===== src/sv/tthd_pkg.sv =====
// Shared types and constants for the touchpad tap/hold detector.
// Used by tthd_engine and touchpad_tap_hold_detector_core; no dependencies.
`timescale 1ns / 1ps

package tthd_pkg;

  typedef enum logic [1:0] {
    ST_IDLE = 2'd0,
    ST_TAP  = 2'd1,
    ST_HOLD = 2'd2,
    ST_CONT = 2'd3
  } state_e;

  typedef enum logic [2:0] {
    EV_NONE        = 3'd0,
    EV_NEWTAP      = 3'd1,
    EV_TIMEOUT     = 3'd2,
    EV_FIN         = 3'd3,
    EV_FOUT        = 3'd4,
    EV_TAPHOLD     = 3'd5,
    EV_CONTTIMEOUT = 3'd6
  } event_e;

  // Register indexes on the configuration port
  localparam logic REG_TAP_TIMEOUT  = 1'b0;
  localparam logic REG_HOLD_TIMEOUT = 1'b1;

  localparam logic [15:0] TAP_TIMEOUT_RST  = 16'd200;
  localparam logic [15:0] HOLD_TIMEOUT_RST = 16'd0;

  localparam int unsigned InWidth  = 40;
  localparam int unsigned OutWidth = 72;

  typedef struct packed {
    logic        single_tap;
    logic        native_hold;
    logic        one_finger;
    logic [31:0] now_ms;
  } sample_t;

  typedef struct packed {
    logic        press_key;
    logic        release_key;
    logic        double_tap;
    state_e      machine_state;
    logic        tap_deadline_valid;
    logic [31:0] tap_deadline;
    logic        hold_deadline_valid;
    logic [31:0] hold_deadline;
  } result_t;

endpackage


===== src/sv/tthd_engine.sv =====
// Tap/hold engine: detector state, event priority select and the four-state machine.
// Depends on tthd_pkg. Steps once per cycle in which step_en_i is high.
`timescale 1ns / 1ps

module tthd_engine import tthd_pkg::*; (
  input  logic        clk_i,
  input  logic        rst_ni,
  input  logic        step_en_i,
  input  sample_t     sample_i,
  input  logic [15:0] tap_timeout_i,
  input  logic [15:0] hold_timeout_i,
  output result_t     result_o
);

  state_e      state_q, state_d;
  logic [31:0] tap_start_q, tap_start_d;
  logic [31:0] hold_start_q, hold_start_d;
  logic        prev_one_q, prev_one_d;
  logic        prev_tap_q, prev_tap_d;
  logic        prev_hold_q, prev_hold_d;
  logic        tap_on_q, tap_on_d;
  logic        hold_on_q, hold_on_d;

  logic        active;
  logic [31:0] tap_elapsed, hold_elapsed;
  logic        tap_expired, hold_expired;
  event_e      ev;
  logic        act_timer, act_press, act_release, act_double, act_cont;
  logic [31:0] tap_dl, hold_dl;

  assign active       = sample_i.single_tap | sample_i.native_hold | (state_q != ST_IDLE);
  assign tap_elapsed  = sample_i.now_ms - tap_start_q;
  assign hold_elapsed = sample_i.now_ms - hold_start_q;
  assign tap_expired  = tap_on_q  && (tap_elapsed  >= {16'd0, tap_timeout_i});
  assign hold_expired = hold_on_q && (hold_elapsed >= {16'd0, hold_timeout_i});

  // Pick one event, highest priority first
  always_comb begin
    priority if (!active) begin
      ev = EV_NONE;
    end else if (!prev_tap_q && sample_i.single_tap) begin
      ev = EV_NEWTAP;
    end else if (!prev_hold_q && sample_i.native_hold) begin
      ev = EV_TAPHOLD;
    end else if (prev_one_q != sample_i.one_finger) begin
      ev = prev_one_q ? EV_FOUT : EV_FIN;
    end else if (tap_expired) begin
      ev = EV_TIMEOUT;
    end else if (hold_expired) begin
      ev = EV_CONTTIMEOUT;
    end else begin
      ev = EV_NONE;
    end
  end

  // Next state
  always_comb begin
    state_d = state_q;
    unique case (state_q)
      ST_IDLE: begin
        if (ev == EV_NEWTAP) state_d = ST_TAP;
        else if (ev == EV_TAPHOLD) state_d = ST_HOLD;
      end
      ST_TAP: begin
        if (ev == EV_TIMEOUT) state_d = ST_IDLE;
        else if (ev == EV_TAPHOLD || ev == EV_FIN) state_d = ST_HOLD;
      end
      ST_HOLD: begin
        if (ev == EV_NEWTAP) state_d = ST_TAP;
        else if (ev == EV_FOUT) state_d = (hold_timeout_i == 16'd0) ? ST_IDLE : ST_CONT;
      end
      ST_CONT: begin
        if (ev == EV_NEWTAP) state_d = ST_TAP;
        else if (ev == EV_TAPHOLD || ev == EV_FIN) state_d = ST_HOLD;
        else if (ev == EV_CONTTIMEOUT) state_d = ST_IDLE;
      end
      default: state_d = state_q;
    endcase
  end

  // Actions
  always_comb begin
    act_timer   = 1'b0;
    act_press   = 1'b0;
    act_release = 1'b0;
    act_double  = 1'b0;
    act_cont    = 1'b0;
    unique case (state_q)
      ST_IDLE: begin
        act_timer = (ev == EV_NEWTAP);
        act_press = (ev == EV_NEWTAP) || (ev == EV_TAPHOLD);
      end
      ST_TAP: begin
        act_timer   = (ev == EV_NEWTAP);
        act_double  = (ev == EV_NEWTAP);
        act_release = (ev == EV_TIMEOUT);
      end
      ST_HOLD: begin
        act_timer   = (ev == EV_NEWTAP);
        act_double  = (ev == EV_NEWTAP);
        act_release = (ev == EV_FOUT) && (hold_timeout_i == 16'd0);
        act_cont    = (ev == EV_FOUT) && (hold_timeout_i != 16'd0);
      end
      ST_CONT: begin
        act_timer   = (ev == EV_NEWTAP);
        act_double  = (ev == EV_NEWTAP);
        act_release = (ev == EV_CONTTIMEOUT);
      end
      default: begin
        act_timer = 1'b0;
      end
    endcase
  end

  // Timer and edge-detect bookkeeping
  always_comb begin
    tap_start_d  = act_timer ? sample_i.now_ms : tap_start_q;
    hold_start_d = act_cont  ? sample_i.now_ms : hold_start_q;
    tap_on_d     = act_timer | (tap_on_q  & (ev != EV_TIMEOUT));
    hold_on_d    = act_cont  | (hold_on_q & (ev != EV_CONTTIMEOUT));
    prev_one_d   = (ev == EV_FIN || ev == EV_FOUT) ? sample_i.one_finger : prev_one_q;
    prev_tap_d   = active ? sample_i.single_tap : prev_tap_q;
    prev_hold_d  = active ? (sample_i.native_hold & (prev_hold_q | (ev == EV_TAPHOLD)))
                          : prev_hold_q;
  end

  // Deadlines from the state after this step; both adds run beside the event logic
  assign tap_dl  = act_timer ? (sample_i.now_ms + {16'd0, tap_timeout_i})
                             : (tap_start_q + {16'd0, tap_timeout_i});
  assign hold_dl = act_cont  ? (sample_i.now_ms + {16'd0, hold_timeout_i})
                             : (hold_start_q + {16'd0, hold_timeout_i});

  always_comb begin
    result_o.press_key           = act_press;
    result_o.release_key         = act_release;
    result_o.double_tap          = act_double;
    result_o.machine_state       = state_d;
    result_o.tap_deadline_valid  = tap_on_d;
    result_o.tap_deadline        = tap_on_d ? tap_dl : 32'd0;
    result_o.hold_deadline_valid = hold_on_d;
    result_o.hold_deadline       = hold_on_d ? hold_dl : 32'd0;
  end

  always_ff @(posedge clk_i or negedge rst_ni) begin
    if (!rst_ni) begin
      state_q      <= ST_IDLE;
      tap_start_q  <= 32'd0;
      hold_start_q <= 32'd0;
      prev_one_q   <= 1'b0;
      prev_tap_q   <= 1'b0;
      prev_hold_q  <= 1'b0;
      tap_on_q     <= 1'b0;
      hold_on_q    <= 1'b0;
    end else if (step_en_i) begin
      state_q      <= state_d;
      tap_start_q  <= tap_start_d;
      hold_start_q <= hold_start_d;
      prev_one_q   <= prev_one_d;
      prev_tap_q   <= prev_tap_d;
      prev_hold_q  <= prev_hold_d;
      tap_on_q     <= tap_on_d;
      hold_on_q    <= hold_on_d;
    end
  end

endmodule


===== src/sv/touchpad_tap_hold_detector_core.sv =====
// Top level of the touchpad tap/hold detector: stream ports, input and result
// registers, configuration registers. Depends on tthd_pkg and tthd_engine.
`timescale 1ns / 1ps
//
// Usage:
//   Slave stream (s_axis_*): one touchpad sample per item. Master stream
//   (m_axis_*): exactly one result per sample, in order. APB port: register 0
//   (address 0) tap_timeout_ms, register 1 (address 4) hold_continue_timeout_ms,
//   both 16 bits, readable. Write configuration only while no item is in flight.
//   Path: an accepted sample waits in the input register until the result
//   register is free or draining, then steps through the engine into it.
//   Throughput: one item per cycle while m_axis_tready is high; the engine step
//   is a single pass of compare, select and add logic between the two registers.
//   Reset: machine idle, timers stopped, edge history cleared, timeouts back to
//   200 ms and 0 ms; both stream registers empty.
//   Stall: while m_axis_tready is low the result holds; the input register still
//   takes one more item, after which s_axis_tready drops until the result moves.

module touchpad_tap_hold_detector_core import tthd_pkg::*; (
  input  logic                clk_i,
  input  logic                rst_ni,
  // tdata: [0] single_tap, [1] native_hold, [2] one_finger, [34:3] now_ms, [39:35] zero
  input  logic                s_axis_tvalid_i,
  output logic                s_axis_tready_o,
  input  logic [InWidth-1:0]  s_axis_tdata_i,
  // tdata: [0] press_key, [1] release_key, [2] double_tap, [4:3] machine_state,
  //        [5] tap_deadline_valid, [37:6] tap_deadline, [38] hold_deadline_valid,
  //        [70:39] hold_deadline, [71] zero
  output logic                m_axis_tvalid_o,
  input  logic                m_axis_tready_i,
  output logic [OutWidth-1:0] m_axis_tdata_o,
  input  logic                psel,
  input  logic                penable,
  input  logic                pwrite,
  input  logic [2:0]          paddr,
  input  logic [31:0]         pwdata,
  output logic [31:0]         prdata,
  output logic                pready
);

  logic        in_vld_q, in_vld_d;
  sample_t     in_q;
  logic        out_vld_q, out_vld_d;
  result_t     out_q;
  result_t     res;
  logic        step;
  logic [15:0] tap_to_q, hold_to_q;
  logic        cfg_wr;

  // Process the held sample whenever the result register is free or draining
  assign step            = in_vld_q && (!out_vld_q || m_axis_tready_i);
  assign s_axis_tready_o = !in_vld_q || step;
  assign in_vld_d        = (s_axis_tvalid_i && s_axis_tready_o) || (in_vld_q && !step);
  assign out_vld_d       = step || (out_vld_q && !m_axis_tready_i);

  always_ff @(posedge clk_i or negedge rst_ni) begin
    if (!rst_ni) begin
      in_vld_q  <= 1'b0;
      out_vld_q <= 1'b0;
    end else begin
      in_vld_q  <= in_vld_d;
      out_vld_q <= out_vld_d;
    end
  end

  // Payload registers: capture on handshake, hold otherwise
  always_ff @(posedge clk_i) begin
    if (s_axis_tvalid_i && s_axis_tready_o) begin
      in_q.single_tap  <= s_axis_tdata_i[0];
      in_q.native_hold <= s_axis_tdata_i[1];
      in_q.one_finger  <= s_axis_tdata_i[2];
      in_q.now_ms      <= s_axis_tdata_i[34:3];
    end
    if (step) begin
      out_q <= res;
    end
  end

  tthd_engine u_engine (
    .clk_i          (clk_i),
    .rst_ni         (rst_ni),
    .step_en_i      (step),
    .sample_i       (in_q),
    .tap_timeout_i  (tap_to_q),
    .hold_timeout_i (hold_to_q),
    .result_o       (res)
  );

  assign m_axis_tvalid_o = out_vld_q;
  assign m_axis_tdata_o  = {1'b0,
                            out_q.hold_deadline,
                            out_q.hold_deadline_valid,
                            out_q.tap_deadline,
                            out_q.tap_deadline_valid,
                            out_q.machine_state,
                            out_q.double_tap,
                            out_q.release_key,
                            out_q.press_key};

  // Configuration registers; word index is paddr[2]
  assign pready = 1'b1;
  assign cfg_wr = psel && penable && pwrite;

  always_ff @(posedge clk_i or negedge rst_ni) begin
    if (!rst_ni) begin
      tap_to_q  <= TAP_TIMEOUT_RST;
      hold_to_q <= HOLD_TIMEOUT_RST;
    end else if (cfg_wr) begin
      if (paddr[2] == REG_TAP_TIMEOUT) tap_to_q <= pwdata[15:0];
      else hold_to_q <= pwdata[15:0];
    end
  end

  always_comb begin
    unique case (paddr[2])
      REG_TAP_TIMEOUT:  prdata = {16'd0, tap_to_q};
      REG_HOLD_TIMEOUT: prdata = {16'd0, hold_to_q};
      default:          prdata = 32'd0;
    endcase
  end

endmodule

===== config.mk =====
export PLATFORM = sky130hd
export DESIGN_NAME = touchpad_tap_hold_detector_core
export DESIGN_NICKNAME = d
export VERILOG_FILES = /design/src/sv/tthd_pkg.sv /design/src/sv/tthd_engine.sv /design/src/sv/touchpad_tap_hold_detector_core.sv
export SDC_FILE = /design/constraint.sdc
export NUM_CORES = 1
export LEC_CHECK = 0
export ABC_AREA = 0
export ABC_CLOCK_PERIOD_IN_PS = 14300
export BUFFER_PORTS_ARGS = -buffer_cell sky130_fd_sc_hd__buf_2
export CORE_MARGIN = 2
export CORE_UTILIZATION = 38
export CTS_CLUSTER_DIAMETER = 60
export DETAILED_ROUTE_END_ITERATION = 16
export PLACE_DENSITY = 0.53
export SLEW_MARGIN = 20
export SYNTH_ARGS = -nofsm -noshare
export SYNTH_HDL_FRONTEND = slang
export SYNTH_SLANG_ARGS = --single-unit

===== constraint.sdc =====
create_clock -name clk_i -period 14.3 [get_ports clk_i]
set_input_delay 0.715 -clock clk_i [delete_from_list [all_inputs] [get_ports clk_i]]
set_output_delay 0.715 -clock clk_i [all_outputs]
set_load 0.02 [all_outputs]

# Word level (Yosys, flattened, before mapping)
# Cells that the tools add are included.
# classes
magnitude_cmp,2
bitwise_logic,9
n_mux,24
n_eq_ne,12
n_reduce_logical,37
n_addsub,6
# ops
operator,n
adder 32 x 16 -> 32 bit,4
>= comparator 32 x 16 -> 1 bit,2
two-way mux 32 bit,2
case mux 32 bit (2 select lines),1
subtractor 32 bit,2
two-way mux 3 bit,7
two-way mux 2 bit,10
logical NOT 16 bit,1
nonzero test 16 bit,1
logical AND 1 bit,12
AND reduction 2 bit,6
equality test 3 bit (second input constant),3
case mux 2 bit (4 select lines),1
logical OR 1 bit,7
equality test 3 x 2 -> 1 bit (second input constant),2
logical NOT 1 bit,6
bitwise OR 1 bit,5
equality test 2 bit (second input constant),2
OR reduction 4 bit,1
AND 1 bit,3
equality test 3 x 1 -> 1 bit (second input constant),1
!= test 3 x 2 -> 1 bit (second input constant),1
!= test 3 bit (second input constant),1
case mux 1 bit (3 select lines),1
7 further kinds,8
# word_totals
elab_cells,114
ff_bits,211
output_inout_bits,107
input_bits,82

# Logic depth before layout (Yosys ltp)
# logic_depth
ltp_word,14
mapped_depth,40
ltp_nobuf,38

# Hierarchy
# Synthesis repeated with hierarchy kept, for this count alone.
# hier_totals
hier_cells,1776
area_unflattened_um2,16806.1
# by_module_without_submodules
module,seq_area_each_um2,cells_each,instances,area_per_inst_um2
tthd_engine,1776.7,1556,1,11925.2
touchpad_tap_hold_detector_core,4037.6,220,1,4880.9

# Worst setup path after synthesis
# Ideal clock, no wire load.
# synth_timing
path_kind,reg-to-reg
startpoint,register in_q[2] in the netlist's numbering
endpoint,"register out_q (netlist bit m_axis_tdata_o[35]), data pin"
required_ns,14.030
setup_slack_ns,6.508
setup_ns,0.270
path_buffers,3
arrival_time_ns,7.522
path_stages_with_launch,39
period_less_slack_ns,7.792
path_cell_list,edfxtp_1 ha_1 o21ai_0 a21oi_1 o21ai_0 a21boi_0 o21ai_0 nand2_1 a21o_1 a211oi_1 nor2_1 ha_1 a21o_1 a21o_1 a21oi_1 o22ai_1 nor4_1 o2111ai_1 (+3 left out) a32o_1 buf_2 clkbuf_1 o21ai_0 ha_1 o21a_1 a21oi_1 o31ai_1 a41oi_1 nor4b_1 o311ai_0 a21oi_1 o21bai_1 clkbuf_1 nand3_1 xnor2_1 nand2_1 o31ai_1
# synth_via
elab_chain_len,12
word_cells_on_any_way,19
classes_between,add/sub (3); order compare (2); eq/ne (2); mux (8); bitwise (2); reduce/logical (2)
# synth_rtl
item,line_no,text
"start, declared",touchpad_tap_hold_detector_core.sv:42,sample_t in_q;
subtractor 32 bit,tthd_engine.sv:33,assign hold_elapsed = sample_i.now_ms - hold_start_q;
>= comparator 32 x 16 -> 1 bit,tthd_engine.sv:35,"assign hold_expired = hold_on_q && (hold_elapsed >= {16'd0, hold_timeout_i});"
logical AND 1 bit,tthd_engine.sv:35,
two-way mux 3 bit,tthd_engine.sv:49,end else if (hold_expired) begin
two-way mux 3 bit,tthd_engine.sv:47,end else if (tap_expired) begin
two-way mux 3 bit,tthd_engine.sv:45,end else if (prev_one_q != sample_i.one_finger) begin
two-way mux 3 bit,tthd_engine.sv:43,end else if (!prev_hold_q && sample_i.native_hold) begin
two-way mux 3 bit,tthd_engine.sv:41,end else if (!prev_tap_q && sample_i.single_tap) begin
two-way mux 3 bit,tthd_engine.sv:39,priority if (!active) begin
equality test 3 x 1 -> 1 bit or != test 3 x 2 -> 1 bit (tied branches),--,
two-way mux 1 bit or AND 1 bit (tied branches),--,
two-way mux 32 bit or bitwise OR 1 bit (tied branches),"tthd_engine.sv:128, tthd_engine.sv:119",
"end signal, assigned",touchpad_tap_hold_detector_core.sv:75,out_q <= res;
"end, declared",touchpad_tap_hold_detector_core.sv:44,result_t out_q;
# Parallel ways exist; a longest one is shown, timed or not. The select of a mux whose other input is x is not followed.
# A chain may end at the register's enable or synchronous reset.

# Final worst setup path
# layout_timing
startpoint,register in_q[2] in the netlist's numbering
endpoint,"register out_q (netlist bit m_axis_tdata_o[24]), data pin"
# The elaborated chain is that of the path after synthesis.

==> reports/results.tsv <==
metric	value	unit
peakVddDrop	0.0000997	V
period_share	0.727	
grt_pass1_wl	72.7	mm
netlist_area	15900	sq um
yosysMostFrequentCell	nand2_1	
startpoint	in_q[2]$_DFFE_PP_	
power.leakage	7.84	nW
postSynthAreaPerCell	9.36	sq um
drtIter0Drc	845	
ios	189	
fin_util	0.437	
cts_resized	0	
grt_pass1_vias	13000	
skew	0.0354	ns
drtPass1Iterations	5	
ys_types	84	
cts_tree	yes	
via_per_inst	5.45	
path_max_fanout	66	
grt_usage	0.211	
cp-end-kind	register	
num_vias	12900	
grt_max_degree	67	
clockRootBuffer	clkbuf_16	
htree_levels	1	
grt_setup_unrepaired	no	
p_int	0.00218	W
drive_gt1_frac	0.191	
slew_headroom	0.327	
place.gp.congestion	0.870	
cp.required	14.59	ns
yosysTopAreaCellShare	0.201	
ant_nets	0	
synthTopCellsByArea	edfxtp_1 (20%), dfrtp_1 (16%), ha_1 (10%)	
antenna_found_initial	1	
path_common_cell	o21ai_0	
crit_arrival	10.69	ns
rr_startpoint	in_q[2]$_DFFE_PP_	
die_x	208	um
synth_seq_area_share	0.366	
slew_violations	0	
switching_share	0.447	
netSwitchingPower	0.00176	W
core-area	41000	sq um
cap_viol_max_count	0	
cts.sinks	211	
critPathLaunchType	register	
cpPeakStageDelay	0.66	ns
synth_flop_cell	edfxtp_1	
synth_area_leader_cell	edfxtp_1	
ys_ff_latch	211	
seqPwrFrac	0.258	
synth-edff-count	106	
drc_errors	0	
synthTopCellsByCount	nand2_1 (154), inv_1 (129), ha_1 (127)	
dp_hpwl	34.7	mm
hold_viol	0	
rows	74	
holdCritPathClass	input pin to async pin	
routed_wl	45.8	mm
max_slew.worst_pin.slew	1.01	ns
p_comb_frac	0.568	
wl_per_cell	19.3	um
chipHeight	208	um
status	completed	
async_flop_share	0.498	
cts_buffers	29	
fp.dieArea	43400	sq um
cts.clk_slew.worst_paths	0.06	ns
cts.hold.buffers_added	0	
start_util	0.387	
yosysWarnings	0	
power_density	220	nW/um^2
io_buffers	147	
ff2ff_path_depth	36	
critPathKind	register to register	
insertion_delay	0.58	ns
cp_slowest_cell	nor4_2	
clock_path_buffers	3	
synth_cells	1695	
layout.nets	2032	
fin_crit	10.40	ns
pwr-share-clk	0.174	
finalSetupViolations	0	
post_cts_buffers	0	
fmax	96.2	MHz
areaGrowthSynthToFinish	13.1	%
gr-total-overflow	0	
fin_setup_tns	0	ns
cells by family (layout without fill, tap and decap cells):
group,Yosys count,after routing,synth area share
simple gates,482,482,0.146
compound gates,417,417,0.174
buf+inv,214,345,0.0572
flops,211,211,0.366
mux,134,134,0.0934
fa+ha+maj,131,131,0.105
xor+xnor,104,104,0.0574
other cells,2,21,0.000473
through the flow:
stage | std cells | hold WS (ns) | setup WS [ns] | area [sq um] | power, W
global route | 2375 | 0.292 | 3.10 | 17900 | 0.00427
CTS | 2372 | 0.287 | 3.93 | 17900 | 0.00396
floorplan | 1711 | 0.419 | 6.51 | 15900 | 0.00267
finish | 2377 | 0.260 | 3.90 | 17900 | 0.00394
global placement | 2318 | 0.475 | 4.03 | 17000 | 0.00323
detailed placement | 2318 | 0.483 | 4.03 | 17000 | 0.00324
flip-flops by register name (all words and copies together) (netlist names):
name and flops:
hold_to_q 16, in_q 35, in_vld_q 1, m_axis_tdata_o 71, m_axis_tvalid_o 1, tap_to_q 16, u_engine.hold_on_q 1, u_engine.hold_start_q 32
u_engine.prev_hold_q 1, u_engine.prev_one_q 1, u_engine.prev_tap_q 1, u_engine.state_q 2, u_engine.tap_on_q 1, u_engine.tap_start_q 32
critical path: cells and delay by family (launching register included):
kind,cells,cell delay (ns)
AO/OA/AOI/OAI,21,4.89
AND/OR/NAND/NOR,10,2.87
adder cells (fa/ha/maj),3,1.07
buffers and inverters,1,0.57
flip-flops,1,0.52
XOR/XNOR,1,0.14
layout make-up:
type	count	area, sq um
clock inverter	19	146
timing repair buffer	160	843
tap	532	666
clock buffer	35	758
antenna	3	7.51
sequential	211	5810
multi-input combinational	1286	9210
inverter	131	493
fill	4060	23100
path summary, 6_finish.rpt:
path | slack [ns] | to
worst max-delay path | 3.90 | m_axis_tdata_o[24]$_SDFFCE_PN0P_
worst min-delay path | 0.26 | u_engine.hold_start_q[5]$_DFFE_PN0P_
worst max register to register | 3.90 | m_axis_tdata_o[24]$_SDFFCE_PN0P_
worst min register to register | 0.49 | m_axis_tvalid_o$_DFF_PN0_
max in group asynchronous | 12.86 | u_engine.hold_start_q[0]$_DFFE_PN0P_
min in group clk_i | 0.31 | in_q[7]$_DFFE_PP_
metal layers:
metal	vias to the layer above	GRT usage	part of all wire
met5	-	0	0
met4	0	0.0521	0.018
met3	54	0.0388	0.054
met2	275	0.342	0.46
met1	6224	0.290	0.47
li1	6395	-	-
layout by cell type, fill, tap and decap left out, drive strengths merged, types with 5 or more instances in the layout:
master / netlist / final
o211ai: 14 / 14
buf: 48 / 160
dfrtp: 102 / 102
a21oi: 91 / 91
nand3: 46 / 46
o21ai: 110 / 110
xor2: 30 / 30
and2: 12 / 12
nor4: 12 / 12
o21bai: 13 / 13
inv: 130 / 136
o21a: 21 / 21
o31ai: 22 / 22
a31oi: 10 / 10
mux2: 113 / 113
nand2b: 23 / 23
a2111oi: 8 / 8
or3: 7 / 7
ha: 127 / 127
conb: 2 / 18
o2111ai: 6 / 6
nor2: 114 / 114
nor3: 25 / 25
o22ai: 8 / 8
nor2b: 14 / 14
and3: 9 / 9
nand4: 33 / 33
or2: 12 / 12
edfxtp: 106 / 106
xnor2: 74 / 74
clkbuf: 35 / 35
a21o: 35 / 35
a211o: 11 / 11
a211oi: 22 / 22
nand2: 155 / 155
o31a: 5 / 5
mux2i: 21 / 21
clkinv: 1 / 13
power by group through the flow:
stage / Sequential (W) / Clock (W) / Combinational [W]
floorplan: 0.00105 / 0 / 0.00162
global placement: 0.00102 / 0 / 0.00221
detailed placement: 0.00102 / 0 / 0.00222
CTS: 0.00101 / 0.000704 / 0.00224
global route: 0.00104 / 0.000730 / 0.00250
finish: 0.00102 / 0.000686 / 0.00224
(Power assumes the default switching activity.)
